### src/hw/rtl/b64d_pkg.sv
// b64d_pkg: types, constants and the character classifier of the base64 stream decoder
// no dependencies; imported by every module of the block
`default_nettype none

package b64d_pkg;

  localparam logic [7:0] PAD_CHAR = 8'h3D;
  localparam logic [7:0] CH_UPPER_A = 8'h41;
  localparam logic [7:0] CH_UPPER_Z = 8'h5A;
  localparam logic [7:0] CH_LOWER_A = 8'h61;
  localparam logic [7:0] CH_LOWER_Z = 8'h7A;
  localparam logic [7:0] CH_DIGIT_0 = 8'h30;
  localparam logic [7:0] CH_DIGIT_9 = 8'h39;
  localparam logic [7:0] CH_PLUS = 8'h2B;
  localparam logic [7:0] CH_SLASH = 8'h2F;
  localparam logic [5:0] SX_LOWER_BASE = 6'd26;
  localparam logic [5:0] SX_DIGIT_BASE = 6'd52;
  localparam logic [5:0] SX_PLUS = 6'd62;
  localparam logic [5:0] SX_SLASH = 6'd63;
  localparam int unsigned MAX_RESULTS = 3;

  typedef struct packed {
    logic [7:0] ch;
    logic       end_of_message;
  } in_item_t;

  typedef struct packed {
    logic [7:0] data_byte;
    logic       byte_valid;
    logic       last_of_run;
    logic       message_done;
  } res_item_t;

  typedef struct packed {
    logic [1:0]            n;
    res_item_t [2:0]       res;
  } burst_t;

  typedef struct packed {
    logic       is_alpha;
    logic       is_pad;
    logic [5:0] sextet;
  } char_class_t;

  function automatic char_class_t classify(input logic [7:0] c);
    char_class_t r;
    logic [7:0]  d;
    r = '0;
    d = '0;
    if (c >= CH_UPPER_A && c <= CH_UPPER_Z) begin
      d = c - CH_UPPER_A;
      r.is_alpha = 1'b1;
      r.sextet = d[5:0];
    end else if (c >= CH_LOWER_A && c <= CH_LOWER_Z) begin
      d = c - CH_LOWER_A;
      r.is_alpha = 1'b1;
      r.sextet = d[5:0] + SX_LOWER_BASE;
    end else if (c >= CH_DIGIT_0 && c <= CH_DIGIT_9) begin
      d = c - CH_DIGIT_0;
      r.is_alpha = 1'b1;
      r.sextet = d[5:0] + SX_DIGIT_BASE;
    end else if (c == CH_PLUS) begin
      r.is_alpha = 1'b1;
      r.sextet = SX_PLUS;
    end else if (c == CH_SLASH) begin
      r.is_alpha = 1'b1;
      r.sextet = SX_SLASH;
    end else if (c == PAD_CHAR) begin
      r.is_pad = 1'b1;
    end
    return r;
  endfunction

endpackage

`default_nettype wire

### src/hw/rtl/b64d_stream_if.sv
// b64d_stream_if: valid/ready channel carrying one payload beat
// payload type is supplied by the user, normally from b64d_pkg
`default_nettype none

interface b64d_stream_if #(
  parameter type payload_t = logic
);
  logic     valid;
  logic     ready;
  payload_t data;

  modport source(output valid, output data, input ready);
  modport sink(input valid, input data, output ready);
endinterface

`default_nettype wire

### src/hw/rtl/b64d_group_decode.sv
// b64d_group_decode: group state registers and the decode of one accepted character
// depends on b64d_pkg; produces a burst of up to three results per beat
`default_nettype none

module b64d_group_decode (
  input  wire logic              clk,
  input  wire logic              rst_n,
  input  wire logic              accept,
  input  wire b64d_pkg::in_item_t item,
  output b64d_pkg::burst_t       burst
);
  import b64d_pkg::*;

  logic [1:0] cnt_r, cnt_nxt;
  logic       stopped_r, stopped_nxt;
  logic [5:0] sx_r [3];
  logic       pm_r [3];
  logic       hold_we;

  char_class_t cc;
  logic        counts;
  logic [7:0]  b0, b1, b2;
  logic [1:0]  n;
  res_item_t [2:0] res;

  always_comb begin
    cc = classify(item.ch);
    counts = accept && !stopped_r && (cc.is_alpha || cc.is_pad);
    b0 = {sx_r[0], sx_r[1][5:4]};
    b1 = {sx_r[1][3:0], sx_r[2][5:2]};
    b2 = {sx_r[2][1:0], cc.sextet};
    hold_we = 1'b0;
    cnt_nxt = cnt_r;
    stopped_nxt = stopped_r;
    n = 2'd0;
    res = '0;
    res[0].data_byte = b0;
    res[1].data_byte = b1;
    res[2].data_byte = b2;
    if (counts) begin
      if (cnt_r != 2'd3) begin
        hold_we = 1'b1;
        cnt_nxt = cnt_r + 2'd1;
      end else begin
        cnt_nxt = 2'd0;
        if (!pm_r[0] && !pm_r[1] && !pm_r[2] && !cc.is_pad) begin
          n = 2'd3;
        end else if (!pm_r[0] && !pm_r[1] && !pm_r[2] && cc.is_pad) begin
          n = 2'd2;
          stopped_nxt = 1'b1;
        end else if (!pm_r[0] && !pm_r[1] && pm_r[2] && cc.is_pad) begin
          n = 2'd1;
          stopped_nxt = 1'b1;
        end
      end
    end
    res[0].byte_valid = 1'b1;
    res[1].byte_valid = 1'b1;
    res[2].byte_valid = 1'b1;
    if (accept && item.end_of_message) begin
      cnt_nxt = 2'd0;
      stopped_nxt = 1'b0;
      if (n == 2'd0) begin
        n = 2'd1;
        res[0].data_byte = '0;
        res[0].byte_valid = 1'b0;
      end
    end
    case (n)
      2'd1: begin
        res[0].last_of_run = 1'b1;
        res[0].message_done = item.end_of_message;
      end
      2'd2: begin
        res[1].last_of_run = 1'b1;
        res[1].message_done = item.end_of_message;
      end
      2'd3: begin
        res[2].last_of_run = 1'b1;
        res[2].message_done = item.end_of_message;
      end
      default: begin
      end
    endcase
    burst.n = n;
    burst.res = res;
  end

  always_ff @(posedge clk) begin
    if (!rst_n) begin
      cnt_r <= 2'd0;
      stopped_r <= 1'b0;
    end else begin
      cnt_r <= cnt_nxt;
      stopped_r <= stopped_nxt;
    end
  end

  always_ff @(posedge clk) begin
    if (hold_we) begin
      sx_r[cnt_r] <= cc.is_pad ? 6'd0 : cc.sextet;
      pm_r[cnt_r] <= cc.is_pad;
    end
  end

endmodule

`default_nettype wire

### src/hw/rtl/b64d_result_fifo.sv
// b64d_result_fifo: result queue taking up to three results a cycle, giving one a cycle when popped
// depends on b64d_pkg; the depth must be a power of two, at least four; the block does not enforce this
`default_nettype none

module b64d_result_fifo #(
  parameter int unsigned DEPTH = 8
) (
  input  wire logic                clk,
  input  wire logic                rst_n,
  input  wire b64d_pkg::burst_t    push,
  input  wire logic                pop,
  output b64d_pkg::res_item_t      head,
  output logic                     not_empty,
  output logic                     room
);
  import b64d_pkg::*;

  localparam int unsigned PTR_W = $clog2(DEPTH);
  localparam int unsigned CNT_W = $clog2(DEPTH + 1);

  res_item_t         mem_r [DEPTH];
  logic [PTR_W-1:0]  wr_ptr_r, wr_ptr_nxt;
  logic [PTR_W-1:0]  rd_ptr_r, rd_ptr_nxt;
  logic [CNT_W-1:0]  count_r, count_nxt;

  always_comb begin
    wr_ptr_nxt = wr_ptr_r + PTR_W'(push.n);
    rd_ptr_nxt = rd_ptr_r + PTR_W'(pop);
    count_nxt = count_r + CNT_W'(push.n) - CNT_W'(pop);
    head = mem_r[rd_ptr_r];
    not_empty = (count_r != '0);
    room = (count_r <= CNT_W'(DEPTH - MAX_RESULTS));
  end

  always_ff @(posedge clk) begin
    if (!rst_n) begin
      wr_ptr_r <= '0;
      rd_ptr_r <= '0;
      count_r <= '0;
    end else begin
      wr_ptr_r <= wr_ptr_nxt;
      rd_ptr_r <= rd_ptr_nxt;
      count_r <= count_nxt;
    end
  end

  always_ff @(posedge clk) begin
    for (int i = 0; i < MAX_RESULTS; i++) begin
      if (2'(i) < push.n) begin
        mem_r[PTR_W'(wr_ptr_r + PTR_W'(i))] <= push.res[i];
      end
    end
  end

endmodule

`default_nettype wire

### src/hw/rtl/base64_stream_decoder.sv
// base64_stream_decoder: top level of the streaming base64 decoder
// depends on b64d_pkg, b64d_stream_if, b64d_group_decode, b64d_result_fifo
//
// usage
// in_s takes one encoded character per beat (ch, end_of_message); out_s gives
// one decoded byte per beat with byte_valid, last_of_run and message_done.
// a beat that completes a group of four yields up to three output beats; the
// end-of-message beat always yields at least one (an empty marker if needed).
// results of an input beat appear on out_s the cycle after it is taken if the
// result queue was empty. one input beat per cycle while in_s.ready is high,
// one output beat per cycle while out_s.ready is high; a full group gives three
// bytes per four characters, so the stream keeps pace. the result queue
// (FIFO_DEPTH entries) decouples the two sides: in_s.ready stays high while at
// least three entries are free, so with a stalled receiver input stops once fewer remain.
// reset (rst_n low, synchronous) empties the queue and clears the group count
// and the stopped flag; held sextets need no reset.
`default_nettype none

module base64_stream_decoder #(
  parameter int unsigned FIFO_DEPTH = 8
) (
  input  wire logic      clk,
  input  wire logic      rst_n,
  b64d_stream_if.sink    in_s,
  b64d_stream_if.source  out_s
);
  import b64d_pkg::*;

  logic      in_accept;
  logic      fifo_room;
  logic      fifo_not_empty;
  burst_t    burst;
  res_item_t head;

  assign in_s.ready = fifo_room;
  assign in_accept = in_s.valid && fifo_room;

  b64d_group_decode u_decode (
    .clk    (clk),
    .rst_n  (rst_n),
    .accept (in_accept),
    .item   (in_s.data),
    .burst  (burst)
  );

  b64d_result_fifo #(
    .DEPTH (FIFO_DEPTH)
  ) u_fifo (
    .clk       (clk),
    .rst_n     (rst_n),
    .push      (burst),
    .pop       (out_s.ready && fifo_not_empty),
    .head      (head),
    .not_empty (fifo_not_empty),
    .room      (fifo_room)
  );

  assign out_s.valid = fifo_not_empty;
  assign out_s.data = head;

endmodule

`default_nettype wire

### src/flat_wrapper.sv
// flat-port wrapper written by rule: the top's interface ports become plain ports
module base64_stream_decoder_flat import b64d_pkg::*;
#(
  parameter int unsigned FIFO_DEPTH = 8
)
  (clk, rst_n, in_s_valid, in_s_data, in_s_ready, out_s_valid, out_s_data, out_s_ready);
  b64d_stream_if #(.payload_t(in_item_t)) in_s_i ();
  b64d_stream_if #(.payload_t(res_item_t)) out_s_i ();
  input  wire logic clk;
  input  wire logic rst_n;
  input wire logic [$bits(in_s_i.valid)-1:0] in_s_valid;
  input wire logic [$bits(in_s_i.data)-1:0] in_s_data;
  output wire logic [$bits(in_s_i.ready)-1:0] in_s_ready;
  output wire logic [$bits(out_s_i.valid)-1:0] out_s_valid;
  output wire logic [$bits(out_s_i.data)-1:0] out_s_data;
  input wire logic [$bits(out_s_i.ready)-1:0] out_s_ready;
  assign in_s_i.valid = in_s_valid;
  assign in_s_i.data = in_s_data;
  assign in_s_ready = in_s_i.ready;
  assign out_s_valid = out_s_i.valid;
  assign out_s_data = out_s_i.data;
  assign out_s_i.ready = out_s_ready;
  base64_stream_decoder #(.FIFO_DEPTH(FIFO_DEPTH)) u_core (.clk(clk), .rst_n(rst_n), .in_s(in_s_i), .out_s(out_s_i));
endmodule
### config.mk
export PLATFORM = sky130hd
export DESIGN_NAME = base64_stream_decoder_flat
export DESIGN_NICKNAME = d
export VERILOG_FILES = /design/src/hw/rtl/b64d_pkg.sv /design/src/hw/rtl/b64d_stream_if.sv /design/src/hw/rtl/b64d_group_decode.sv /design/src/hw/rtl/b64d_result_fifo.sv /design/src/hw/rtl/base64_stream_decoder.sv /design/src/flat_wrapper.sv
export SDC_FILE = /design/constraint.sdc
export NUM_CORES = 1
export LEC_CHECK = 0
export BUFFER_PORTS_ARGS = -buffer_cell sky130_fd_sc_hd__buf_2
export CAP_MARGIN = 20
export CORE_MARGIN = 1.5
export CORE_UTILIZATION = 40
export CTS_CLUSTER_SIZE = 14
export DETAILED_ROUTE_END_ITERATION = 12
export PLACE_DENSITY = 0.58
export RECOVER_POWER = 50
export SYNTH_ARGS = -nofsm -noshare
export SYNTH_HDL_FRONTEND = slang
export SYNTH_SLANG_ARGS = --single-unit
### constraint.sdc
create_clock -name clk -period 10.42 [get_ports clk]
set_clock_uncertainty 0.1 [all_clocks]
set_input_delay 1.563 -clock clk [delete_from_list [all_inputs] [get_ports clk]]
set_output_delay 1.563 -clock clk [all_outputs]
set_load 0.01 [all_outputs]
* Word-level counts from Yosys, hierarchy flattened
Memories as Yosys holds them, arrays and structs flattened. A register that Yosys moved wholly into a read port is not among the register bits.
Index checks and enable logic that the tools add are counted.
Widths: inputs -> output; s select.
** Storage, ports and cells
- Register bits :: 13
- Bits in writable memories :: 109
- Input bits :: 13
- Memories kept :: 3
** Cells by class
- Add/sub/neg operators :: 12
- Order comparisons :: 10
- Equal/unequal tests :: 7
- Muxes and demuxes :: 43
- Bitwise gates (word level) :: 3
- Reductions and logical operators :: 25
** Memory list
- u_core.u_fifo.mem_r :: depth 8, bits a word 11, read ports 1, clocked after Yosys merged registers in 1, wr ports 3, RTL line b64d_result_fifo.sv:21 : res_item_t mem_r [DEPTH];
- u_core.u_decode.sx_r :: depth 3, bits a word 6, read ports 3, clocked after Yosys merged registers in 0, wr ports 1, RTL line b64d_group_decode.sv:16 : logic [5:0] sx_r [3];
- u_core.u_decode.pm_r :: depth 3, bits a word 1, read ports 3, clocked after Yosys merged registers in 0, wr ports 1, RTL line b64d_group_decode.sv:17 : logic pm_r [3];
** Operators with widths (count)
- $mux 6 :: 6
- $eq 8x6->1 const B :: 3
- $mux 1 :: 24
- $mux 2 :: 10
- $mux 9 :: 2
- $ge 8x7->1 const B :: 2
- $le 8x7->1 const B :: 2
- $logic_and 1x1->1 :: 14
- $sub 6x6->6 const B :: 2
- $ge 8x6->1 const B :: 1
- $le 8x6->1 const B :: 1
- $add 6x5->6 const B :: 1
- $add 6x6->6 const B :: 1
- $sub 6x1->6 const B :: 1
- $logic_not 1->1 :: 5
- $add 4x2->4 :: 1
- $eq 2x2->1 const B :: 2
- $le 4x3->1 const B :: 1
- $lt 1x2->1 const A :: 2
- $reduce_and 4->1 :: 1
- $reduce_bool 4->1 :: 1
- $sub 4x1->4 :: 1
- $add 3x1->3 :: 1
- $add 3x1->3 const B :: 1
- other kinds (12) :: 14

* Logic depth before layout (Yosys ltp)
- Depth in word-level cells :: 19
- Gate-level depth with buffers :: 18

* By module
From an unflattened synthesis, not the netlist that was laid out.
** Second synthesis, totals
- Cell total of the unflattened synthesis :: 877
- Area total of the unflattened synthesis :: 8531.9 um^2
** By module, submodules not included
- b64d_result_fifo :: times used 1, cells each 696, area an instance 6766.5 um^2
- b64d_group_decode :: times used 1, cells each 179, area an instance 1752.9 um^2
- base64_stream_decoder :: times used 1, cells each 2, area an instance 12.5 um^2

* Worst setup path after synthesis
Ideal clock, no wire load.
- Path type :: input -> register
- Start :: input in_s_data[3]
- End :: register u_core.u_fifo.count_r[2]
- Library setup time :: 115 ps
- Arrival time :: 4569 ps
- Required time :: 10205 ps
- Path slack :: 5636 ps
- Stages :: 17
- Path buffers :: 3
- Cells stage by stage :: clkbuf_2 -> inv_1 -> ha_1 -> buf_2 -> a21o_1 -> o211a_1 -> a211oi_2 -> a21oi_1 -> clkbuf_1 -> nor2_1 -> a21oi_1 -> ha_1 -> inv_1 -> ha_1 -> fa_1 -> xor2_1 -> and2_1
** Between the ends
- Longest elaborated chain between the ends :: 18
** Ends and longest elaborated chain
- start: declaration :: RTL line flat_wrapper.sv:12 : input wire logic [$bits(in_s_i.data)-1:0] in_s_data;
- $eq 8x6->1 :: RTL line b64d_pkg.sv:68 : end else if (c == PAD_CHAR) begin
- $mux 1 :: RTL line b64d_pkg.sv:68
- $mux 1 :: RTL line b64d_pkg.sv:65 : end else if (c == CH_SLASH) begin
- $mux 1 :: RTL line b64d_pkg.sv:62 : end else if (c == CH_PLUS) begin
- $mux 1 :: RTL line b64d_pkg.sv:58 : end else if (c >= CH_DIGIT_0 && c <= CH_DIGIT_9) begin
- $mux 1 :: RTL line b64d_pkg.sv:54 : end else if (c >= CH_LOWER_A && c <= CH_LOWER_Z) begin
- $mux 1 :: RTL line b64d_pkg.sv:50 : if (c >= CH_UPPER_A && c <= CH_UPPER_Z) begin
- $logic_and 1x1->1 :: RTL line b64d_group_decode.sv:51 : end else if (!pm_r[0] && !pm_r[1] && pm_r[2] && cc.is_pad) begin
- (+2 left out)
- $mux 2 :: RTL line b64d_group_decode.sv:46 : if (!pm_r[0] && !pm_r[1] && !pm_r[2] && !cc.is_pad) begin
- $mux 2 :: RTL line b64d_group_decode.sv:41 : if (cnt_r != 2'd3) begin
- $mux 2 * :: RTL line b64d_group_decode.sv:40 : if (counts) begin
- $logic_not 2->1 :: RTL line b64d_group_decode.sv:63 : if (n == 2'd0) begin
- $mux 2 :: RTL line b64d_group_decode.sv:63
- $mux 2 * :: RTL line b64d_group_decode.sv:60 : if (accept && item.end_of_message) begin
- $add 4x2->4 * :: RTL line b64d_result_fifo.sv:29 : count_nxt = count_r + CNT_W'(push.n) - CNT_W'(pop);
- $sub 4x1->4 * :: RTL line b64d_result_fifo.sv:29
- end signal: assignment :: RTL line b64d_result_fifo.sv:43 : count_r <= count_nxt;
- end: declaration :: RTL line b64d_result_fifo.sv:24 : logic [CNT_W-1:0] count_r, count_nxt;
Mark *: on every way between the ends. The rest lies on a longest branch, timed or not.
A chain may end at the register's enable or synchronous reset.

* Final worst setup path
- Start :: input in_s_data[3]
- End :: memory u_core.u_decode.sx_r[0][3], data pin
** Between the ends
- Longest elaborated chain between the ends :: 8
** Ends and longest elaborated chain
- branches (longest 7 deep; another with $sub 6x6->6)
- $mux 6 * :: RTL line b64d_group_decode.sv:101 : sx_r[cnt_r] <= cc.is_pad ? 6'd0 : cc.sextet;
- end: declaration :: RTL line b64d_group_decode.sv:16
Every way passes the cells marked *.

==> reports/metrics.cfg <==
[global_route]
grt_pass1_wl_um = 37400
antenna_found_initial = 0
overflow = 0
grt_max_degree = 99
track_usage_pct = 24.6
grt_pass1_vias = 6362

[synthesis]
synth_top_family_by_area = simple AND/OR/NAND/NOR gates
synth_area_um2 = 7900
synth-xor-area-share_pct = 0.776
synth_fa_ha_area_share_pct = 4.31
ys_types = 81
synthSimpleGateAreaFrac_pct = 19.0
synth_edf_count = 101
synth_ff_type = edfxtp_1
avgSynthCellArea_um2 = 10.5
synth_top_area_share_pct = 38.4
synth_compound_area_share_pct = 18.5
synth_warnings = 0
async_flop_share_pct = 0
syn_inst = 750
synth.area.mux_share_pct = 7.84
yosysTopAreaCell = edfxtp_1
ys_seq_area_share_pct = 43.7
synthTopCellsByArea = edfxtp_1 38%, mux4_2 6.3%, dfxtp_1 5.3%
yosys-top-cells-count = 101 x edfxtp_1, 56 x nor2_1, 53 x nand3_1
syn_nets = 789
synth_most_common_cell = edfxtp_1
synth-seq-cells = 122

[sta]
timing.setup.tns_ns = 0
worst_slew_pin_slew_ns = 3.29
setup_viol = 0
max_freq_mhz = 153
maxSlewViolCount = 63
period_minus_slack_ns = 6.54
rsz0062_at_grt = false
hold_violations = 0
post-route-period-util_pct = 62.8
slew_headroom_pct = -125

[cts]
htree_levels = 4
postCtsSetupRepairBufs = 0
post_cts_resized = 0
cts_made_buffers = 17
clock_latency_ns = 0.43
cts_hold_buf = 0
path_clk_slew_ns = 0.05
cts-root-buf = clkbuf_16
tritoncts = built
clk_path_buf_depth = 2
clock_sinks = 122

[finish]
final_util_pct = 44.3
multi_input_area_um2 = 3930
n_fill_cell = 1838
fin_nets = 768
n_antenna_cell = 0
drive_above_1_share_pct = 12.8
area_growth_pct = 8.83
seqCellArea_um2 = 3450

[critical_path]
critPathCaptureType = flip-flop
cp-start-kind = primary input
critPathRequiredTime_ns = 10.32
critPathKind = primary input to flip-flop
crit_arrival_ns = 6.44
cp_max_fo = 14

[power_and_ir_drop]
p_leak_nw = 3.10
ir_worst_vdd_v = 0.0000879
power.density_nw_per_um2 = 173

[floorplan]
top_level_ports = 26
design.core.area_um2 = 19400
rows = 51
fp.dieW_um = 144
initial_core_util_pct = 40.7
die_y_um = 144
dieArea_um2 = 20600

[drt]
vias_per_cell = 6.58
drc = 0
drt_iter0_drc = 1031
num_vias = 6627
ant_nets = 0
wl_per_cell_um = 24.3
drt_first_pass_iters = 5
wl_um = 24500

[outcome]
status = finished, violations left
violations = capacitance limit, slew limit

[worst_hold_path]
hp-class = flip-flop to flip-flop

[placement]
gp_congestion = 0.945
io_buffers = 25
place_hpwl_um = 17200

[job]
drv_cap = 5

[path summary, 6_finish.rpt]
path | from | endpoint | slack, ns | cells past startpoint
worst max register to register | u_core.u_decode.cnt_r[0]$_SDFFE_PP0N_ | u_core.u_fifo.mem_r[3][6]$_DFFE_PP_ | 6.36 | 7
worst min-delay path | u_core.u_fifo.mem_r[3][2]$_SDFFE_PP1N_ | u_core.u_fifo.mem_r[3][2]$_SDFFE_PP1N_ | 0.38 | 2
worst min register to register | u_core.u_fifo.mem_r[3][2]$_SDFFE_PP1N_ | u_core.u_fifo.mem_r[3][2]$_SDFFE_PP1N_ | 0.38 | 2
worst max-delay path | in_s_data[3] | u_core.u_decode.sx_r[0][3]$_DFFE_PP_ | 3.88 | 8
[registers in the layout, summed over array words and instances, names as in the netlist]
| name | flops |
|---|---|
| u_core.u_fifo.mem_r | 88 |
| u_core.u_decode.sx_r | 18 |
| u_core.u_fifo.count_r | 4 |
| u_core.u_decode.pm_r | 3 |
| u_core.u_fifo.rd_ptr_r | 3 |
| u_core.u_fifo.wr_ptr_r | 3 |
| u_core.u_decode.cnt_r | 2 |
| u_core.u_decode.stopped_r | 1 |
[placed cells by master, fill, tap and decap left out, types with 7 or more instances in the layout]
master       n
a211oi_1     7
a41oi_1     13
nand2b_1     9
or3_1        8
o31ai_1      8
ha_1        24
a221o_1     23
and3_1      12
o221ai_1     7
and2_0       9
clkbuf_16   17
o21ai_0     11
inv_1       27
nor2_1      55
a21oi_1     21
a22oi_1     11
nand2_1     40
edfxtp_1   101
nand4_1     37
clkbuf_1    19
mux4_2      22
a31oi_1     20
dfxtp_1     21
and2_1      15
o211ai_1     9
buf_2       13
nor3_1      14
nand3_1     53
mux2_2      11
[power by group]
group          switching (W)  leakage [nW]  internal (W)
registers          0.0000168          1.24      0.000545
logic               0.000192          1.56      0.000118
clock network       0.000209         0.292      0.000411
total               0.000417          3.10       0.00107
[metal layers]
layer  part of all wire (%)  global-route usage (%)  vias to the layer above
met3                    9.3                    5.90                       72
met5                      0                       0                        -
li1                       -                       -                     2894
met2                     47                    38.9                      417
met4                    3.6                    11.1                        0
met1                     41                    32.1                     3244
[through the flow]
step | total power (W) | hold WS (ns) | worst slack, ns | cell area, um2 | instances
finish | 0.00149 | 0.382 | 3.88 | 8600 | 1007
global route | 0.00155 | 0.392 | 3.69 | 8600 | 1007
CTS | 0.00150 | 0.382 | 5.13 | 8680 | 1007
detailed placement | 0.000885 | 0.370 | 4.70 | 8070 | 975
global placement | 0.000877 | 0.364 | 4.91 | 8070 | 975
floorplan | 0.000795 | 0.333 | 5.64 | 7900 | 750
[kinds of logic after synthesis]
| kind of cell | Yosys count |
|---|---|
| fa+ha+maj | 26 |
| xor+xnor | 7 |
| buf+inv | 102 |
| simple gates | 281 |
| mux | 33 |
| compound gates | 179 |
| flops | 122 |
[area by class of cell]
type / count / area share, %
repair buffers: 33 / 1.89
well taps: 265 / 3.85
flip-flops and latches: 122 / 40.1
clock inverters: 8 / 1.67
multi-input cells: 526 / 45.7
inverters: 29 / 1.27
clock buffers: 24 / 5.48
[critical path, stage by stage]
cell,delay (ns)
clkbuf_1,0.33
inv_1,0.22
ha_1,0.26
nand2_1,0.07
a2bb2oi_1,0.88
a2111oi_1,0.12
a2111oi_0,2.60
inv_1,0.38
Note: power is estimated with default switching activity, not from simulation.
